### src/rtl/dq_pkg.sv
package dq_pkg;

	// storage geometry (DEPTH must be a power of two for the ring wrap)
	localparam int DEPTH      = 16;
	localparam int DATA_WIDTH = 32;
	localparam int ADDR_W     = $clog2(DEPTH);
	localparam int CNT_W      = $clog2(DEPTH + 1);
	localparam int CMD_W      = 3;
	localparam int STAT_W     = 2;

	// packed stream widths, rounded up to whole bytes
	localparam int IN_BITS  = CMD_W + DATA_WIDTH;
	localparam int OUT_BITS = DATA_WIDTH + STAT_W + CNT_W;
	localparam int IN_W     = ((IN_BITS + 7) / 8) * 8;
	localparam int OUT_W    = ((OUT_BITS + 7) / 8) * 8;

	// command codes; the two top codes are no-ops
	typedef enum logic [CMD_W-1:0] {
		CMD_PUSH_FRONT = 3'd0,
		CMD_PUSH_BACK  = 3'd1,
		CMD_POP_FRONT  = 3'd2,
		CMD_POP_BACK   = 3'd3,
		CMD_PEEK_FRONT = 3'd4,
		CMD_PEEK_BACK  = 3'd5
	} cmd_code_t;

	typedef enum logic [STAT_W-1:0] {
		ST_OK    = 2'd0,
		ST_UNDER = 2'd1,
		ST_OVER  = 2'd2
	} status_t;

	typedef enum logic [1:0] {
		S_IDLE,
		S_EXEC,
		S_OUT
	} dq_state_t;

	// controller to datapath commands
	typedef struct packed {
		logic load;   // capture input word, read the addressed end
		logic exec;   // apply the command, load the result register
	} dp_cmd_t;

endpackage

### src/rtl/dq_ctrl.sv
module dq_ctrl (
	input  logic             clk,
	input  logic             arst_n,
	input  logic             s_tvalid,
	output logic             s_tready,
	output logic             m_tvalid,
	input  logic             m_tready,
	output dq_pkg::dp_cmd_t  dp_cmd
);
	import dq_pkg::*;

	dq_state_t state_q, state_d;

	// state register
	always_ff @(posedge clk or negedge arst_n) begin
		if (!arst_n) begin
			state_q <= S_IDLE;
		end else begin
			state_q <= state_d;
		end
	end

	// next state and handshake
	always_comb begin
		state_d     = state_q;
		s_tready    = 1'b0;
		m_tvalid    = 1'b0;
		dp_cmd.load = 1'b0;
		dp_cmd.exec = 1'b0;
		unique case (state_q)
			S_IDLE: begin
				s_tready = 1'b1;
				if (s_tvalid) begin
					dp_cmd.load = 1'b1;
					state_d     = S_EXEC;
				end
			end
			S_EXEC: begin
				dp_cmd.exec = 1'b1;
				state_d     = S_OUT;
			end
			S_OUT: begin
				m_tvalid = 1'b1;
				// a new word may enter as the result leaves
				s_tready = m_tready;
				if (m_tready) begin
					if (s_tvalid) begin
						dp_cmd.load = 1'b1;
						state_d     = S_EXEC;
					end else begin
						state_d = S_IDLE;
					end
				end
			end
			default: state_d = S_IDLE;
		endcase
	end

endmodule

### src/rtl/dq_datapath.sv
module dq_datapath (
	input  logic                             clk,
	input  logic                             arst_n,
	input  dq_pkg::dp_cmd_t                  dp_cmd,
	input  logic [dq_pkg::CMD_W-1:0]         command,
	input  logic signed [dq_pkg::DATA_WIDTH-1:0] value,
	output logic signed [dq_pkg::DATA_WIDTH-1:0] data,
	output logic [dq_pkg::STAT_W-1:0]        status,
	output logic [dq_pkg::CNT_W-1:0]         count
);
	import dq_pkg::*;

	logic [DATA_WIDTH-1:0] mem_q [DEPTH];
	logic [DATA_WIDTH-1:0] rd_data_q;
	logic [CMD_W-1:0]      cmd_q;
	logic [DATA_WIDTH-1:0] val_q;
	logic [ADDR_W-1:0]     head_q, tail_q, head_d, tail_d;
	logic [CNT_W-1:0]      cnt_q, cnt_d;
	logic [ADDR_W-1:0]     rd_addr;
	logic                  we;
	logic [ADDR_W-1:0]     wa;
	logic [DATA_WIDTH-1:0] res_data;
	status_t               res_status;
	logic                  empty, full;
	logic [DATA_WIDTH-1:0] data_q;
	status_t               status_q;
	logic [CNT_W-1:0]      count_q;

	// front-side commands read at head, others at tail
	assign rd_addr = (cmd_code_t'(command) == CMD_PUSH_FRONT ||
		cmd_code_t'(command) == CMD_POP_FRONT ||
		cmd_code_t'(command) == CMD_PEEK_FRONT) ? head_q : tail_q;

	// ring store, registered read
	always_ff @(posedge clk) begin
		if (we) begin
			mem_q[wa] <= val_q;
		end
		if (dp_cmd.load) begin
			rd_data_q <= mem_q[rd_addr];
		end
	end

	// captured command word
	always_ff @(posedge clk) begin
		if (dp_cmd.load) begin
			cmd_q <= command;
			val_q <= value;
		end
	end

	assign empty = (cnt_q == '0);
	assign full  = (cnt_q == CNT_W'(DEPTH));

	// command decode and pointer update
	always_comb begin
		head_d     = head_q;
		tail_d     = tail_q;
		cnt_d      = cnt_q;
		we         = 1'b0;
		wa         = head_q;
		res_data   = '0;
		res_status = ST_OK;
		unique case (cmd_code_t'(cmd_q))
			CMD_PUSH_FRONT, CMD_PUSH_BACK: begin
				if (full) begin
					res_status = ST_OVER;
				end else begin
					// store only on the execute step
					we       = dp_cmd.exec;
					res_data = val_q;
					cnt_d    = cnt_q + CNT_W'(1);
					if (empty) begin
						tail_d = head_q;
						wa     = head_q;
					end else if (cmd_code_t'(cmd_q) == CMD_PUSH_FRONT) begin
						head_d = head_q - ADDR_W'(1);
						wa     = head_d;
					end else begin
						tail_d = tail_q + ADDR_W'(1);
						wa     = tail_d;
					end
				end
			end
			CMD_POP_FRONT, CMD_POP_BACK: begin
				if (empty) begin
					res_status = ST_UNDER;
				end else begin
					res_data = rd_data_q;
					cnt_d    = cnt_q - CNT_W'(1);
					// last entry leaves both indices in place
					if (cnt_q != CNT_W'(1)) begin
						if (cmd_code_t'(cmd_q) == CMD_POP_FRONT) begin
							head_d = head_q + ADDR_W'(1);
						end else begin
							tail_d = tail_q - ADDR_W'(1);
						end
					end
				end
			end
			CMD_PEEK_FRONT, CMD_PEEK_BACK: begin
				if (empty) begin
					res_status = ST_UNDER;
				end else begin
					res_data = rd_data_q;
				end
			end
			default: ;
		endcase
	end

	// control state: indices and fill count
	always_ff @(posedge clk or negedge arst_n) begin
		if (!arst_n) begin
			head_q <= '0;
			tail_q <= '0;
			cnt_q  <= '0;
		end else if (dp_cmd.exec) begin
			head_q <= head_d;
			tail_q <= tail_d;
			cnt_q  <= cnt_d;
		end
	end

	// result register
	always_ff @(posedge clk) begin
		if (dp_cmd.exec) begin
			data_q   <= res_data;
			status_q <= res_status;
			count_q  <= cnt_d;
		end
	end

	assign data   = data_q;
	assign status = status_q;
	assign count  = count_q;

`ifndef SYNTHESIS
	// fill count never passes capacity
	a_cnt_bound: assert property (@(posedge clk) disable iff (!arst_n)
		cnt_q <= CNT_W'(DEPTH))
		else $error("deque count above capacity");

	// with at most one entry both ends coincide
	a_ends_meet: assert property (@(posedge clk) disable iff (!arst_n)
		cnt_q <= CNT_W'(1) |-> head_q == tail_q)
		else $error("head and tail differ with one or no entry");

	// state moves only on an execute step
	a_hold: assert property (@(posedge clk) disable iff (!arst_n)
		!dp_cmd.exec |=> $stable(cnt_q) && $stable(head_q) && $stable(tail_q))
		else $error("deque state changed outside execute");
`endif

endmodule

### src/rtl/double_ended_queue.sv
// Channel  Dir  Width  Contents (low bit up)
// s_*      in   40     command[2:0], value[34:3], zero pad
// m_*      out  40     data[31:0], status[33:32], count[38:34], zero pad
//
// Each word passes through a capture step that also reads the ring store
// at the addressed end, then an execute step that updates indices and
// loads the result register; the result is then held until it is accepted.
// A new word is taken in the cycle the pending result is accepted.
// Reset (arst_n low) empties the deque; stored words are not cleared.
module double_ended_queue (
	input  logic                      clk,
	input  logic                      arst_n,
	input  logic                      s_tvalid,
	output logic                      s_tready,
	input  logic [dq_pkg::IN_W-1:0]   s_tdata,  // command, value
	output logic                      m_tvalid,
	input  logic                      m_tready,
	output logic [dq_pkg::OUT_W-1:0]  m_tdata   // data, status, count
);
	import dq_pkg::*;

	dp_cmd_t                       dp_cmd;
	logic signed [DATA_WIDTH-1:0]  data;
	logic [STAT_W-1:0]             status;
	logic [CNT_W-1:0]              count;

	dq_ctrl u_ctrl (
		.clk      (clk),
		.arst_n   (arst_n),
		.s_tvalid (s_tvalid),
		.s_tready (s_tready),
		.m_tvalid (m_tvalid),
		.m_tready (m_tready),
		.dp_cmd   (dp_cmd)
	);

	dq_datapath u_dp (
		.clk     (clk),
		.arst_n  (arst_n),
		.dp_cmd  (dp_cmd),
		.command (s_tdata[CMD_W-1:0]),
		.value   (s_tdata[CMD_W+DATA_WIDTH-1:CMD_W]),
		.data    (data),
		.status  (status),
		.count   (count)
	);

	// pack result word
	assign m_tdata = {{(OUT_W-OUT_BITS){1'b0}}, count, status, data};

endmodule

### config.mk
export PLATFORM = sky130hd
export DESIGN_NAME = double_ended_queue
export DESIGN_NICKNAME = d
export VERILOG_FILES = /design/src/rtl/dq_pkg.sv /design/src/rtl/dq_ctrl.sv /design/src/rtl/dq_datapath.sv /design/src/rtl/double_ended_queue.sv
export SDC_FILE = /design/constraint.sdc
export NUM_CORES = 1
export LEC_CHECK = 0
export ABC_CLOCK_PERIOD_IN_PS = 8300
export BUFFER_PORTS_ARGS = -buffer_cell sky130_fd_sc_hd__buf_4
export CORE_MARGIN = 5
export CORE_UTILIZATION = 50
export DETAILED_ROUTE_END_ITERATION = 16
export PLACE_DENSITY_LB_ADDON = 0.08
export SYNTH_ARGS = -nofsm -noshare
export SYNTH_HDL_FRONTEND = slang
export SYNTH_HIERARCHICAL = 1
export SYNTH_SLANG_ARGS = --single-unit
### constraint.sdc
create_clock -name clk -period 8.3 [get_ports clk]
set_clock_uncertainty 0.1 [all_clocks]
set_input_delay 0 -clock clk [delete_from_list [all_inputs] [get_ports clk]]
set_output_delay 0 -clock clk [all_outputs]
set_load 0.05 [all_outputs]
Word level (Yosys, flattened, before mapping)
Memory sizes are Yosys's and may differ from the RTL's. A register that Yosys moved wholly into a read port is not among the register bits.
Cells that the tools add are included.
- add/sub/neg operators: 6
- multipliers: 0
- divide/modulo/power cells: 0
- $lt $le $gt $ge: 0
- equal/unequal tests: 21
- shift operators: 0
- multiplexer cells: 42
- bitwise logic cells: 0
- reductions and logical operators: 13
- operators by type and width (operator ; number):
    2-to-1 mux 4 bit ; 17
    2-to-1 mux 32 bit ; 2
    case mux 32 bit (2 select lines) ; 1
    case mux 4 bit (2 select lines) ; 2
    inequality test 2 bit, second input constant ; 6
    2-to-1 mux 1 bit ; 10
    2-to-1 mux 5 bit ; 2
    case mux 5 bit (2 select lines) ; 1
    == test 3 x 2 -> 1 bit, second input constant ; 3
    == test 3 bit, second input constant ; 3
    adder 4 x 1 -> 4 bit, second input constant ; 2
    AND reduction 8 bit ; 1
    subtractor 4 x 1 -> 4 bit, second input constant ; 2
    AND reduction 7 bit ; 1
    logical NOT 3 bit ; 2
    2-to-1 mux 2 bit ; 3
    inequality test 2 x 1 -> 1 bit, second input constant ; 3
    case mux 2 bit (3 select lines) ; 1
    adder 5 x 1 -> 5 bit, second input constant ; 1
    == test 5 bit, second input constant ; 1
    logical NOT 5 bit ; 1
    inequality test 5 x 1 -> 1 bit, second input constant ; 1
    subtractor 5 x 1 -> 5 bit, second input constant ; 1
    case mux 1 bit (2 select lines) ; 2
    other kinds (11) ; 13
- register bits: 89
- bits in latches: 0
- bits in writable memories: 512
- memory bits (read-only): 0
- bits of input ports: 44
- output and inout port bits: 42
- memories: 1
- memory list (memory ; words ; width ; read ports ; clocked after Yosys merged registers in ; wr ports ; line ; source):
    u_dp.mem_q ; 16 ; 32 ; 1 ; 1 ; 1 ; dq_datapath.sv:13 ; logic [DATA_WIDTH-1:0] mem_q [DEPTH];

Logic depth before layout (Yosys ltp)
- depth after elaboration: 6
- mapped depth: 10
- mapped depth without buffers: 7

Modules after synthesis
The synthesis kept the hierarchy.
- modules (own cells, without submodules) (module ; instances ; cells an instance ; area an instance (um^2)):
    dq_datapath ; 1 ; 1619 ; 28462.3
    dq_ctrl ; 1 ; 11 ; 116.4
    double_ended_queue ; 1 ; 2 ; 11.3

Least setup slack after synthesis
No wires, ideal clock.
- kind: reg-to-reg
- start: reg u_ctrl.state_q[1]
- end: reg u_dp.cmd_q[0] (enable)
- setup time: 0.589 ns
- arrival time: 5.405 ns
- required time: 7.611 ns
- setup slack: 2.207 ns
- stages on the path, launching flop included: 3
- path buffers: 0
- period minus slack after synthesis: 6.093 ns
- path through: dfrtp_1 > nor2b_4 > nor3b_1
- RTL lines (item ; line ; source):
    from (decl) ; dq_ctrl.sv:12 ; dq_state_t state_q, state_d;
    from (signal assigned) ; dq_ctrl.sv:19 ; state_q <= state_d;
    to (signal assigned) ; dq_datapath.sv:47 ; cmd_q <= command;
    to (decl) ; dq_datapath.sv:15 ; logic [CMD_W-1:0] cmd_q;

Worst setup path after layout
- start: reg u_dp.head_q[1]
- end: mem u_dp.mem_q[2][23] (enable)
- cells in the longest elaborated chain, start to end: 5
- RTL lines (item ; line ; source):
    from (decl) ; dq_datapath.sv:17 ; logic [ADDR_W-1:0] head_q, tail_q, head_d, tail_d;
    from (signal assigned) ; dq_datapath.sv:115 ; head_q <= '0;
    from (signal assigned) ; dq_datapath.sv:119 ; head_q <= head_d;
    subtractor 4 x 1 -> 4 bit ; dq_datapath.sv:77 ; head_d = head_q - ADDR_W'(1);
    2-to-1 mux 4 bit ; dq_datapath.sv:76 ; end else if (cmd_code_t'(cmd_q) == CMD_PUSH_FRONT) begin
    2-to-1 mux 4 bit ; dq_datapath.sv:73 ; if (empty) begin
    2-to-1 mux 4 bit ; dq_datapath.sv:66 ; if (full) begin
    2-to-1 mux 4 bit (*) ; dq_datapath.sv:64 ; unique case (cmd_code_t'(cmd_q))
    to (decl) ; dq_datapath.sv:13 ;
Mark *: on every way between the ends. The rest lies on a longest branch, timed or not.

==> results_dict.tcl <==
set metrics [dict create \
    gp_congestion 0.754 \
    cts_tree "done" \
    antenna_left 0 \
    fin_setup_tns_ps 0 \
    startpoint_type "flop" \
    nets 1809 \
    cp_max_fo 48 \
    max_freq_ghz 0.235 \
    grt_use_total_pct 24.1 \
    drv_cap 0 \
    h-tree-depth 3 \
    tightest_slew_ps 1160 \
    cts-buffers-inserted 70 \
    setup_viol 0 \
    topRoutingLayerUsed "met4" \
    antenna_cells 0 \
    wl_per_cell_um 29.5 \
    ir_worst_vdd_v 0.000197 \
    grt_max_degree 121 \
    vias 16362 \
    place_area_um2 29900 \
    period_minus_slack_ps 4260 \
    slew_violations 0 \
    clock_path_buffers 3 \
    routed-wl-met3_um 4340 \
    power.density_nw_per_um2 305 \
    rsz0062_at_grt "no" \
    synth_area_um2 28600 \
    clock-sinks 633 \
    vias_per_cell 6.39 \
    dp_hpwl_um 36000 \
    syn2layout_area_growth_pct 14.3 \
    synthFlopType "edfxtp_1" \
    overflow 0 \
    wl_met2_um 38100 \
    ioPinCount 86 \
    min_path_type "in -> reg" \
    final_cell_area_um2 32700 \
    worstSetupPathType "reg -> reg" \
    drt_iter0_drc 1499 \
    grt_pass1_vias 16874 \
    timing.hold.ws_ps 36.2 \
    num_rows 87 \
    yosysSeqAreaShare_pct 66.2 \
    initial_core_util_pct 50.6 \
    total_power_mw 9.97 \
    synthArstFlopShare_pct 2.37 \
    die_h_um 249 \
    crit_required_ps 8450 \
    first_pass_iters 5 \
    status "completed" \
    dp_cells 2374 \
    antenna_found_initial 0 \
    clk_pin_slew_ps 50 \
    grt_first_pass_wirelength_um 111000 \
    min_period_over_period_pct 51.3 \
    p_leak_nw 10.4 \
    finalWirelength_um 75500 \
    crit_arrival_ps 4410 \
    core_area_um2 56500 \
    hold_violations 0 \
    cp-end-kind "flop" \
    yosysWarnings 6 \
    slew_headroom_pct 22.4 \
    port_buffers 79 \
    final_cell_count_no_fill 2559 \
    die_area_um2 62100 \
    wl_met1_um 30900 \
    yosysUniqueCellTypes 72 \
    rrSetupSlack_ps 4040 \
    clkLatencyLatePin_ps 600 \
    synth-seq-cells 633 \
    drive_gt1_share_pct 28.3 \
    syn_area_per_cell_um2 17.5 \
    syn-num-nets 1687 \
    dieWidth_um 249 \
    post-route-drc-count 0 \
    synth_edf_count 618 \
    postSynthCellCount 1632 \
    cts_setup_buffers 0 \
    root_buffer "clkbuf_16" \
]
## per-stage QoR
stage | utilization, % | setup WS [ps]
after detailed placement | 52.8 | 3930
final | 57.8 | 4040
after global placement | 52.8 | 3970
after global routing | 57.8 | 3730
after CTS | 57.8 | 3920
after floorplan | - | 2210
## sequential cells by signal (all words and copies together) (netlist names)
register and count:
u_dp/rd_data_q 32, u_ctrl/state_q 2, u_dp/val_q 32, u_dp/data 32, u_dp/mem_q 512, u_dp/status 2
u_dp/head_q 4, u_dp/cmd_q 3, u_dp/tail_q 4, u_dp/cnt_q 5, u_dp/count 5
## layout make-up
| class | instances | area, µm² |
|---|---|---|
| multi-input combinational | 857 | 9030 |
| tap | 756 | 946 |
| inverter | 11 | 41.3 |
| clock inverter | 34 | 308 |
| fill | 4228 | 23800 |
| clock buffer | 87 | 1870 |
| timing repair buffer | 181 | 1530 |
| sequential | 633 | 18900 |
## logic make-up after synthesis
kind of cell	after synthesis	share of synthesized area [%]
flops	633	66.2
simple gates	314	5.07
compound gates	286	8.31
mux	239	16.8
buf+inv	142	2.88
fa+ha+maj	11	0.481
xor+xnor	6	0.184
other cells	1	0.0131
## worst paths after layout
| check | startpoint | endpoint | cells past startpoint |
|---|---|---|---|
| setup / recovery | u_dp/head_q[1] | u_dp/mem_q[2][23] | 8 |
| hold / removal | s_tdata[8] | u_dp/val_q[5] | 2 |
| setup reg to reg | u_dp/head_q[1] | u_dp/mem_q[2][23] | 8 |
| hold reg to reg | u_dp/rd_data_q[1] | u_dp/data[1] | 2 |
| max in group asynchronous | arst_n | u_dp/head_q[0] | 3 |
| min in group asynchronous | arst_n | u_dp/cnt_q[4] | 3 |
## power breakdown
group | internal (mW) | switching, mW
logic | 1.28 | 1.58
clock network | 1.75 | 1.24
registers | 3.77 | 0.351
total | 6.80 | 3.17
## cell usage in the layout (no fill, tap or decap), drive strengths merged, types with 2 or more instances in the layout
cell type / Yosys / final
a31oi: 34 / 34
nor3b: 4 / 4
nor2b: 34 / 34
dlygate4sd3: 0 / 64
mux4: 192 / 192
nand2b: 2 / 2
o21ai: 14 / 14
or3: 4 / 4
nand3: 35 / 35
inv: 11 / 14
nand2: 150 / 150
o221ai: 33 / 33
and3: 3 / 3
ha: 11 / 11
or4b: 2 / 2
dfrtp: 15 / 15
mux2i: 41 / 41
clkbuf: 48 / 87
or2: 2 / 2
nand4: 2 / 2
mux2: 6 / 6
buf: 83 / 117
o22ai: 38 / 38
a2111oi: 32 / 32
a22oi: 34 / 34
xnor2: 5 / 5
clkinv: 0 / 26
nor2: 57 / 57
a21oi: 11 / 11
a211oi: 37 / 37
bufinv: 0 / 5
o211ai: 2 / 2
and2: 5 / 5
a21o: 34 / 34
a31o: 5 / 5
edfxtp: 618 / 618
nor3: 6 / 6
nor4: 3 / 3
## layer usage
metal,GRT usage [%],vias up
met5,0,-
met2,41.3,534
met3,4.10,141
met4,6.52,0
met1,32.4,8682
li1,-,7005
## critical path, stage by stage (launching register included)
cell	delay [ps]
dfrtp_4	980
inv_1	320
ha_1	320
nor4_1	270
o2111ai_1	170
o22ai_1	390
nand2_1	220
nor2_4	620
buf_4	500
## cell usage after synthesis, types with 6 or more instances
cell | instances | area, µm²
a2111oi_0 | 31 | 272
nand3_1 | 35 | 175
clkbuf_1 | 48 | 180
a211oi_2 | 20 | 250
a22oi_2 | 28 | 350
ha_1 | 11 | 138
a31oi_1 | 34 | 213
nor2b_1 | 32 | 200
o22ai_1 | 38 | 238
a22oi_1 | 6 | 45.0
nand2_1 | 150 | 563
mux2_2 | 6 | 67.6
buf_2 | 36 | 180
edfxtp_1 | 618 | 18600
o221ai_1 | 33 | 289
dfrtp_1 | 15 | 375
inv_1 | 11 | 41.3
nor2_1 | 57 | 214
a211oi_1 | 16 | 120
mux4_2 | 192 | 4320
buf_6 | 19 | 214
a21oi_1 | 11 | 55.1
mux2i_1 | 40 | 400
buf_4 | 20 | 150
buf_1 | 6 | 22.5
a21o_1 | 34 | 255
o21ai_0 | 10 | 50.1
## repair_timing
action	in CTS	in global routing
gates resized for setup	0	0
endpoints found under the hold margin	70	0
hold buffers	64	0
No activity file was read; power rests on OpenSTA's default activity.
